<file path="src/plcat_pkg.sv">
// Shared types and constants for the PLC address text parser.
`default_nettype none

package plcat_pkg;

    // Fixed field widths of the request and result items.
    localparam int CH_W     = 8;
    localparam int LEN_W    = 16;
    localparam int AREA_W   = 8;
    localparam int BLOCK_W  = 16;
    localparam int START_W  = 24;

    // Default limits for the numeric fields.
    localparam int ADDR_BITS_DEF  = 24;
    localparam int BLOCK_BITS_DEF = 16;

    // Memory area codes.
    localparam logic [AREA_W-1:0] AREA_I  = 8'h81;
    localparam logic [AREA_W-1:0] AREA_Q  = 8'h82;
    localparam logic [AREA_W-1:0] AREA_M  = 8'h83;
    localparam logic [AREA_W-1:0] AREA_DB = 8'h84;
    localparam logic [AREA_W-1:0] AREA_AI = 8'h06;
    localparam logic [AREA_W-1:0] AREA_AQ = 8'h07;
    localparam logic [AREA_W-1:0] AREA_T  = 8'h1F;
    localparam logic [AREA_W-1:0] AREA_C  = 8'h1E;

    typedef struct packed {
        logic [CH_W-1:0]  ch;
        logic             last;
        logic [LEN_W-1:0] read_length;
    } in_item_t;

    typedef struct packed {
        logic               valid_res;
        logic [AREA_W-1:0]  area_code;
        logic [BLOCK_W-1:0] block_number;
        logic [START_W-1:0] start_bit_address;
        logic [LEN_W-1:0]   length_out;
    } out_item_t;

endpackage

`default_nettype wire

</file>
<file path="src/plc_address_text_parser.sv">
// Top level of the PLC address text parser: request and result registers.
//
// Usage: the address text (for example "DB10.DBX4.3", "MW20", "I0.5", "T7")
// enters on the s_ channel one character per request, letters in either case,
// with s_data.last set on the final character; s_data.read_length is taken
// from that final request. Each final character produces exactly one result
// on the m_ channel with the valid flag, area code, block number, start bit
// address and the passed-through length; other characters produce none.
// A final character is first loaded into the request register, and its result
// is then loaded into the result register. Throughput: one character per
// cycle, except while a final character waits for the result register.
// Reset (aresetn low at a clock edge) empties both registers and returns the
// parse state to the start of a text. When the receiver stalls, the result
// register holds its item; the request register keeps taking characters that
// produce no result, and a final character waits there, with s_ready low,
// until the result register is free.
`default_nettype none

module plc_address_text_parser
    import plcat_pkg::*;
#(
    parameter int ADDR_BITS  = ADDR_BITS_DEF,
    parameter int BLOCK_BITS = BLOCK_BITS_DEF
) (
    input  wire logic      aclk,
    input  wire logic      aresetn,
    input  wire logic      s_valid,
    output logic           s_ready,
    input  wire in_item_t  s_data,
    output logic           m_valid,
    input  wire logic      m_ready,
    output out_item_t      m_data
);

    logic       in_vld_reg;
    in_item_t   in_item_reg;
    logic       out_vld_reg;
    out_item_t  out_item_reg;
    out_item_t  result;
    logic       fire;

    // A non-final character needs no result slot; a final one does.
    assign fire    = in_vld_reg && (!in_item_reg.last || !out_vld_reg || m_ready);
    assign s_ready = !in_vld_reg || fire;
    assign m_valid = out_vld_reg;
    assign m_data  = out_item_reg;

    plcat_parser #(
        .ADDR_BITS  (ADDR_BITS),
        .BLOCK_BITS (BLOCK_BITS)
    ) u_parser (
        .aclk    (aclk),
        .aresetn (aresetn),
        .fire    (fire),
        .item    (in_item_reg),
        .result  (result)
    );

    always_ff @(posedge aclk) begin
        if (!aresetn) begin
            in_vld_reg <= 1'b0;
        end else if (s_ready) begin
            in_vld_reg <= s_valid;
        end
    end

    always_ff @(posedge aclk) begin
        if (s_valid && s_ready) begin
            in_item_reg <= s_data;
        end
    end

    always_ff @(posedge aclk) begin
        if (!aresetn) begin
            out_vld_reg <= 1'b0;
        end else if (fire && in_item_reg.last) begin
            out_vld_reg <= 1'b1;
        end else if (m_ready) begin
            out_vld_reg <= 1'b0;
        end
    end

    always_ff @(posedge aclk) begin
        if (fire && in_item_reg.last) begin
            out_item_reg <= result;
        end
    end

    // An invalid result carries only the length.
    a_invalid_zero: assert property (@(posedge aclk) disable iff (!aresetn)
        m_valid && !m_data.valid_res |->
            m_data.area_code == '0 && m_data.block_number == '0 &&
            m_data.start_bit_address == '0)
        else $error("invalid result carries nonzero address fields");

    a_valid_len: assert property (@(posedge aclk) disable iff (!aresetn)
        m_valid && m_data.valid_res |-> m_data.length_out != '0)
        else $error("valid result with zero length");

    a_valid_area: assert property (@(posedge aclk) disable iff (!aresetn)
        m_valid && m_data.valid_res |->
            m_data.area_code == AREA_I || m_data.area_code == AREA_Q ||
            m_data.area_code == AREA_M || m_data.area_code == AREA_DB ||
            m_data.area_code == AREA_AI || m_data.area_code == AREA_AQ ||
            m_data.area_code == AREA_T || m_data.area_code == AREA_C)
        else $error("valid result with unknown area code");

    a_last_makes_result: assert property (@(posedge aclk) disable iff (!aresetn)
        fire && in_item_reg.last |=> m_valid)
        else $error("final character did not produce a result");

    a_stall_only_full: assert property (@(posedge aclk) disable iff (!aresetn)
        !s_ready |-> in_vld_reg && in_item_reg.last && out_vld_reg && !m_ready)
        else $error("request side stalled without a pending final character");

endmodule

`default_nettype wire

</file>
<file path="src/plcat_parser.sv">
// Character-by-character parse state and result formation for the address parser.
`default_nettype none

module plcat_parser
    import plcat_pkg::*;
#(
    parameter int ADDR_BITS  = ADDR_BITS_DEF,
    parameter int BLOCK_BITS = BLOCK_BITS_DEF
) (
    input  wire logic      aclk,
    input  wire logic      aresetn,
    input  wire logic      fire,
    input  wire in_item_t  item,
    output out_item_t      result
);

    localparam int BW = BLOCK_BITS + 1;
    localparam int AW = ADDR_BITS + 1;

    localparam logic [CH_W-1:0] CH_A   = "A";
    localparam logic [CH_W-1:0] CH_B   = "B";
    localparam logic [CH_W-1:0] CH_C   = "C";
    localparam logic [CH_W-1:0] CH_D   = "D";
    localparam logic [CH_W-1:0] CH_I   = "I";
    localparam logic [CH_W-1:0] CH_M   = "M";
    localparam logic [CH_W-1:0] CH_Q   = "Q";
    localparam logic [CH_W-1:0] CH_T   = "T";
    localparam logic [CH_W-1:0] CH_V   = "V";
    localparam logic [CH_W-1:0] CH_W_  = "W";
    localparam logic [CH_W-1:0] CH_X   = "X";
    localparam logic [CH_W-1:0] CH_DOT = ".";
    localparam logic [CH_W-1:0] CH_0   = "0";
    localparam logic [CH_W-1:0] CH_9   = "9";
    localparam logic [CH_W-1:0] CH_LA  = "a";
    localparam logic [CH_W-1:0] CH_LZ  = "z";
    localparam logic [CH_W-1:0] CASE_OFS = 8'h20;

    typedef enum logic [15:0] {
        PH_START  = 16'h0001,
        PH_A      = 16'h0002,
        PH_D      = 16'h0004,
        PH_DB0    = 16'h0008,
        PH_DBNUM  = 16'h0010,
        PH_DBDOT  = 16'h0020,
        PH_SUF_D  = 16'h0040,
        PH_SUF_DB = 16'h0080,
        PH_SIZE   = 16'h0100,
        PH_CT0    = 16'h0200,
        PH_CTNUM  = 16'h0400,
        PH_BYTE0  = 16'h0800,
        PH_BYTE   = 16'h1000,
        PH_BIT0   = 16'h2000,
        PH_BIT    = 16'h4000,
        PH_BAD    = 16'h8000
    } phase_t;

    phase_t              phase_reg, phase_next;
    logic [AREA_W-1:0]   area_reg, area_next;
    logic [BW-1:0]       blk_reg, blk_next;
    logic [AW-1:0]       byt_reg, byt_next;
    logic [3:0]          bit_reg, bit_next;
    logic                ovf_reg, ovf_next;

    logic [CH_W-1:0]     c;
    logic                is_dig;
    logic                is_size;
    logic [3:0]          dval;
    logic                blk_take, byt_take, bit_take;

    logic [BW+3:0]       bext, bprod;
    logic [AW+3:0]       yext, yprod;
    logic [6:0]          bitprod;
    logic                blk_over, byt_over;

    logic                ok;
    logic                byte_big;
    logic [ADDR_BITS-1:0] start;

    // Upper-case the character and classify it.
    always_comb begin
        if (item.ch >= CH_LA && item.ch <= CH_LZ) begin
            c = item.ch - CASE_OFS;
        end else begin
            c = item.ch;
        end
        is_dig  = (c >= CH_0) && (c <= CH_9);
        dval    = is_dig ? 4'(c - CH_0) : 4'd0;
        is_size = (c == CH_X) || (c == CH_B) || (c == CH_W_) || (c == CH_D);
    end

    // Multiply-by-ten accumulators; a value past its limit saturates at limit + 1.
    always_comb begin
        bext     = {4'b0000, blk_reg};
        bprod    = (bext << 3) + (bext << 1) + (BW+4)'(dval);
        blk_over = |bprod[BW+3:BLOCK_BITS];
        yext     = {4'b0000, byt_reg};
        yprod    = (yext << 3) + (yext << 1) + (AW+4)'(dval);
        byt_over = |yprod[AW+3:ADDR_BITS];
        bitprod  = 7'({3'b000, bit_reg} * 7'd10) + 7'(dval);
    end

    always_comb begin
        phase_next = PH_BAD;
        area_next  = area_reg;
        blk_take   = 1'b0;
        byt_take   = 1'b0;
        bit_take   = 1'b0;

        unique case (phase_reg)
            PH_START: begin
                case (c)
                    CH_A: phase_next = PH_A;
                    CH_D: begin area_next = AREA_DB; phase_next = PH_D; end
                    CH_I: begin area_next = AREA_I; phase_next = PH_SIZE; end
                    CH_Q: begin area_next = AREA_Q; phase_next = PH_SIZE; end
                    CH_M: begin area_next = AREA_M; phase_next = PH_SIZE; end
                    CH_V: begin area_next = AREA_DB; phase_next = PH_SIZE; end
                    CH_T: begin area_next = AREA_T; phase_next = PH_CT0; end
                    CH_C: begin area_next = AREA_C; phase_next = PH_CT0; end
                    default: phase_next = PH_BAD;
                endcase
            end
            PH_A: begin
                if (c == CH_I) begin
                    area_next  = AREA_AI;
                    phase_next = PH_SIZE;
                end else if (c == CH_Q) begin
                    area_next  = AREA_AQ;
                    phase_next = PH_SIZE;
                end
            end
            PH_D: begin
                if (c == CH_B) begin
                    phase_next = PH_DB0;
                end else if (is_dig) begin
                    blk_take   = 1'b1;
                    phase_next = PH_DBNUM;
                end
            end
            PH_DB0: begin
                if (is_dig) begin
                    blk_take   = 1'b1;
                    phase_next = PH_DBNUM;
                end
            end
            PH_DBNUM: begin
                if (is_dig) begin
                    blk_take   = 1'b1;
                    phase_next = PH_DBNUM;
                end else if (c == CH_DOT) begin
                    phase_next = PH_DBDOT;
                end
            end
            PH_DBDOT: begin
                if (c == CH_D) begin
                    phase_next = PH_SUF_D;
                end else if (is_dig) begin
                    byt_take   = 1'b1;
                    phase_next = PH_BYTE;
                end
            end
            PH_SUF_D: begin
                if (c == CH_B) phase_next = PH_SUF_DB;
            end
            PH_SUF_DB: begin
                if (is_size) phase_next = PH_BYTE0;
            end
            PH_SIZE: begin
                if (is_size) begin
                    phase_next = PH_BYTE0;
                end else if (is_dig) begin
                    byt_take   = 1'b1;
                    phase_next = PH_BYTE;
                end
            end
            PH_CT0, PH_CTNUM: begin
                if (is_dig) begin
                    byt_take   = 1'b1;
                    phase_next = PH_CTNUM;
                end
            end
            PH_BYTE0: begin
                if (is_dig) begin
                    byt_take   = 1'b1;
                    phase_next = PH_BYTE;
                end
            end
            PH_BYTE: begin
                if (is_dig) begin
                    byt_take   = 1'b1;
                    phase_next = PH_BYTE;
                end else if (c == CH_DOT) begin
                    phase_next = PH_BIT0;
                end
            end
            PH_BIT0, PH_BIT: begin
                if (is_dig) begin
                    bit_take   = 1'b1;
                    phase_next = PH_BIT;
                end
            end
            default: phase_next = PH_BAD;
        endcase
    end

    always_comb begin
        blk_next = blk_reg;
        byt_next = byt_reg;
        bit_next = bit_reg;
        ovf_next = ovf_reg;
        if (blk_take) begin
            blk_next = blk_over ? {1'b1, {BLOCK_BITS{1'b0}}} : bprod[BW-1:0];
            ovf_next = ovf_reg | blk_over;
        end
        if (byt_take) begin
            byt_next = byt_over ? {1'b1, {ADDR_BITS{1'b0}}} : yprod[AW-1:0];
            ovf_next = ovf_reg | byt_over;
        end
        if (bit_take) begin
            bit_next = (bitprod > 7'd8) ? 4'd8 : bitprod[3:0];
        end
    end

    // A byte index above the address limit divided by eight cannot be scaled.
    assign byte_big = |byt_next[ADDR_BITS:ADDR_BITS-3];

    always_comb begin
        ok    = 1'b0;
        start = '0;
        case (phase_next)
            PH_DBNUM: ok = 1'b1;
            PH_CTNUM: begin
                ok    = 1'b1;
                start = byt_next[ADDR_BITS-1:0];
            end
            PH_BYTE: begin
                ok    = !byte_big;
                start = {byt_next[ADDR_BITS-4:0], 3'b000};
            end
            PH_BIT: begin
                ok    = !byte_big && (bit_next <= 4'd7);
                start = {byt_next[ADDR_BITS-4:0], bit_next[2:0]};
            end
            default: ok = 1'b0;
        endcase
        ok = ok && !ovf_next && (item.read_length != '0);

        result.valid_res         = ok;
        result.area_code         = ok ? area_next : '0;
        result.block_number      = ok ? BLOCK_W'(blk_next[BLOCK_BITS-1:0]) : '0;
        result.start_bit_address = ok ? START_W'(start) : '0;
        result.length_out        = item.read_length;
    end

    always_ff @(posedge aclk) begin
        if (!aresetn) begin
            phase_reg <= PH_START;
            area_reg  <= '0;
            blk_reg   <= '0;
            byt_reg   <= '0;
            bit_reg   <= '0;
            ovf_reg   <= 1'b0;
        end else if (fire) begin
            if (item.last) begin
                phase_reg <= PH_START;
                area_reg  <= '0;
                blk_reg   <= '0;
                byt_reg   <= '0;
                bit_reg   <= '0;
                ovf_reg   <= 1'b0;
            end else begin
                phase_reg <= phase_next;
                area_reg  <= area_next;
                blk_reg   <= blk_next;
                byt_reg   <= byt_next;
                bit_reg   <= bit_next;
                ovf_reg   <= ovf_next;
            end
        end
    end

endmodule

`default_nettype wire

</file>
<file path="config.mk">
export PLATFORM = sky130hd
export DESIGN_NAME = plc_address_text_parser
export DESIGN_NICKNAME = d
export VERILOG_FILES = /design/src/plcat_pkg.sv /design/src/plc_address_text_parser.sv /design/src/plcat_parser.sv
export SDC_FILE = /design/constraint.sdc
export NUM_CORES = 1
export LEC_CHECK = 0
export ABC_AREA = 1
export BUFFER_PORTS_ARGS = -buffer_cell sky130_fd_sc_hd__clkbuf_2
export CORE_MARGIN = 2
export CORE_UTILIZATION = 25
export CTS_CLUSTER_SIZE = 16
export DETAILED_ROUTE_END_ITERATION = 16
export PLACE_DENSITY = 0.46
export SLEW_MARGIN = 15
export SYNTH_ARGS = -nofsm -noshare
export SYNTH_HDL_FRONTEND = slang
export SYNTH_HIERARCHICAL = 1
export SYNTH_SLANG_ARGS = --single-unit
</file>
<file path="constraint.sdc">
create_clock -name aclk -period 6.2 [get_ports aclk]
set_input_delay 1.24 -clock aclk [delete_from_list [all_inputs] [get_ports aclk]]
set_output_delay 1.24 -clock aclk [all_outputs]
set_load 0.02 [all_outputs]
</file>
==> impl_metrics.yaml <==
timing:
  hold_viol_final: 0
  rsz0062_at_grt: "no"
  tightestPinTransition_ns: 0.972
  period_needed_ns: 5.52
  holdWs_ns: 0.453
  relSlewSlack: 0.349
  fin_ws_ns: 0.677
  finalSetupViolCount: 0
  finalCritPeriodShare: 0.891
  tns_ns: 0
  fmax_mhz: 181
  clock_skew_ns: 0.0153
  finalMaxSlewViolations: 0
clock_tree:
  clkSlewWorstSetupHoldPaths_ns: 0.07
  cts_root_buf: "clkbuf_16"
  cts_tree: "built"
  cts.path.max_buffers: 2
  cts_resized: 0
  hold_buffers: 0
  cts_buffers: 17
  postCtsSetupBuffers: 0
  clk_latency_ns: 0.46
  cts_sinks: 163
  htree_levels: 4
routing:
  drt_iter0_markers: 631
  drc_errors: 0
  wire_per_inst_um: 14.4
  dr.pass1.iters: 5
  met3WireLength_mm: 1.02
  wl_met1_mm: 15.1
  vias: 9601
  wirelength_mm: 30.4
  viasPerCell: 4.55
  routed-wl-met2_mm: 13.7
  top_layer_used: "met4"
  detail-route-antenna-nets: 0
floorplanning:
  rows: 77
  ios: 96
  die_y_um: 216
  core_um2: 44200
  initial_core_util: 0.253
  die_x_um: 216
  die-area_um2: 46400
run_status:
  status: "complete, no violations"
global_route:
  antenna_found_initial: 0
  grt_pass1_wl_mm: 49.7
  grt_usage: 0.134
  grt_pass1_vias: 9331
  grt_max_degree: 67
  overflow: 0
worst_hold_path:
  whs_endpoint: "m_data[11]"
  whs_path_depth: 0
  worstHoldPathType: "flop to flop"
  worstHoldStart: "in_item_reg[11]"
yosys:
  synth_commonest_cells: "nand2_1, inv_1, a21oi_1, nor2_1, edfxtp_1"
  ys_seq_area_frac: 0.372
  synthTopCellsByArea: "edfxtp_1, dfxtp_1, nand2_1, ha_1, inv_1"
  synth-simple-area-share: 0.271
  syn_area_per_cell_um2: 7.76
  synth_nets: 1564
  ys_seq_elements: 163
  synth_top_family_by_area: "simple AND/OR/NAND/NOR gates"
  muxShareOfSynthArea: 0
  synth_cells: 1441
  yosys.area_share.adder: 0.109
  synth_top_area_cell: "edfxtp_1"
  synth_top_area_frac: 0.242
  synth-main-ff-cell: "edfxtp_1"
  async_flop_share: 0
  synth_compound_area_frac: 0.130
  synth_edf_count: 90
  synth.distinct_cells: 54
  yosysMostFrequentCell: "nand2_1"
  synth_xor_area_frac: 0.0298
  syn_area_um2: 11200
  yosys_warnings: 6
final_layout:
  largest_register_ffs: 65
  num_antenna_cells: 0
  fin_area_um2: 12800
  final_util: 0.289
  syn2layout_area_growth_pct: 14.2
  fin_nets: 1629
  fillers: 4780
  instances_no_fill: 2111
  multi_input_area_um2: 6040
  drive_gt1_frac: 0.151
  seqCellArea_um2: 4160
critical_path:
  worst-r2r-setup-slack_ns: 0.68
  critical_path_arrival_ns: 5.82
  cp-start-kind: "flop"
  cp_max_fo: 48
  r2r_cells: 28
  critPathKind: "flop to flop"
  critPathMaxStageDelay_ns: 0.60
  cp_slowest_cell: "edfxtp_1"
  timing.rr.start: "in_item_reg[20]"
  r2r_end: "m_data[43]"
  cp_data_required_time_ns: 6.50
  end_kind: "flop"
placement:
  dpl-instance-area_um2: 12200
  dpl.hpwl_mm: 22.9
  preCtsSetupSlack_ns: 0.705
  gp_congestion: 0.831
  placed_cells: 2079
  port_buffers: 95
run:
  cap_violations: 0
power_and_ir_drop:
  power_mw: 2.42
  vdd_drop_max_uv: 166
  pwr_density_cell_nw_per_um2: 190
  leakage_nw: 5.32
==> how the worst max path moves through the flow <==
stage / from / endpoint / slack, ns / cells past startpoint
6_report: in_item_reg[20] / m_data[43] / 0.68 / 28
5_1_grt: in_item_reg[20] / m_data[43] / 0.17 / 28
4_1_cts: in_item_reg[20] / m_data[43] / 0.63 / 28
3_5_place_dp: in_item_reg[20] / m_data[43] / 0.71 / 28
3_3_place_gp: in_item_reg[20] / m_data[39] / 0.90 / 30
2_1_floorplan: in_item_reg[19] / m_data[64] / 1.81 / 33
==> cells by family after synthesis <==
logic type | Yosys count
buffers and inverters | 234
adders and majority gates | 94
DFF | 163
and+or+nand+nor | 657
AOI/OAI and AO/OA | 255
xor gates and xnor gates | 38
==> layer usage <==
metal	track usage	vias up
li1	-	4936
met1	0.181	4502
met3	0.0241	23
met5	0	-
met4	0.0407	0
met2	0.216	140
==> final cells by class <==
cell class,instances,area share
tap,592,0.0580
clock buffer,17,0.0333
clock inverter,15,0.0150
inverter,178,0.0525
multi-input combinational,1044,0.473
timing repair buffer,102,0.0423
sequential,163,0.326
==> layout by cell type, fill, tap and decap left out, types with 12 or more instances in the layout <==
master     instances
nand2_1          329
inv_1            163
a21oi_1          119
nor2_1           118
clkbuf_2          95
edfxtp_1          90
ha_1              89
nand3_1           78
dfxtp_1           73
o21ai_0           64
nor3_1            26
nand4_1           22
xor2_1            21
or2_2             19
o31ai_1           18
clkbuf_16         17
xnor2_1           17
nand2_2           14
inv_2             12
nor2_4            12
==> critical path, delay by kind of cell, from the launching register on <==
kind | cells | cell delay, ns
adder cells (fa/ha/maj) | 3 | 0.78
flip-flops | 1 | 0.60
AO/OA/AOI/OAI | 2 | 0.39
AND/OR/NAND/NOR | 20 | 3.23
buffers and inverters | 3 | 0.32
==> where the power goes <==
group	switching (mW)	leakage [nW]	internal (mW)
logic	0.0929	3.58	0.0327
clock network	0.509	0.297	0.614
registers	0.0130	1.44	1.16
total	0.615	5.32	1.81
(Power assumes the default switching activity.)
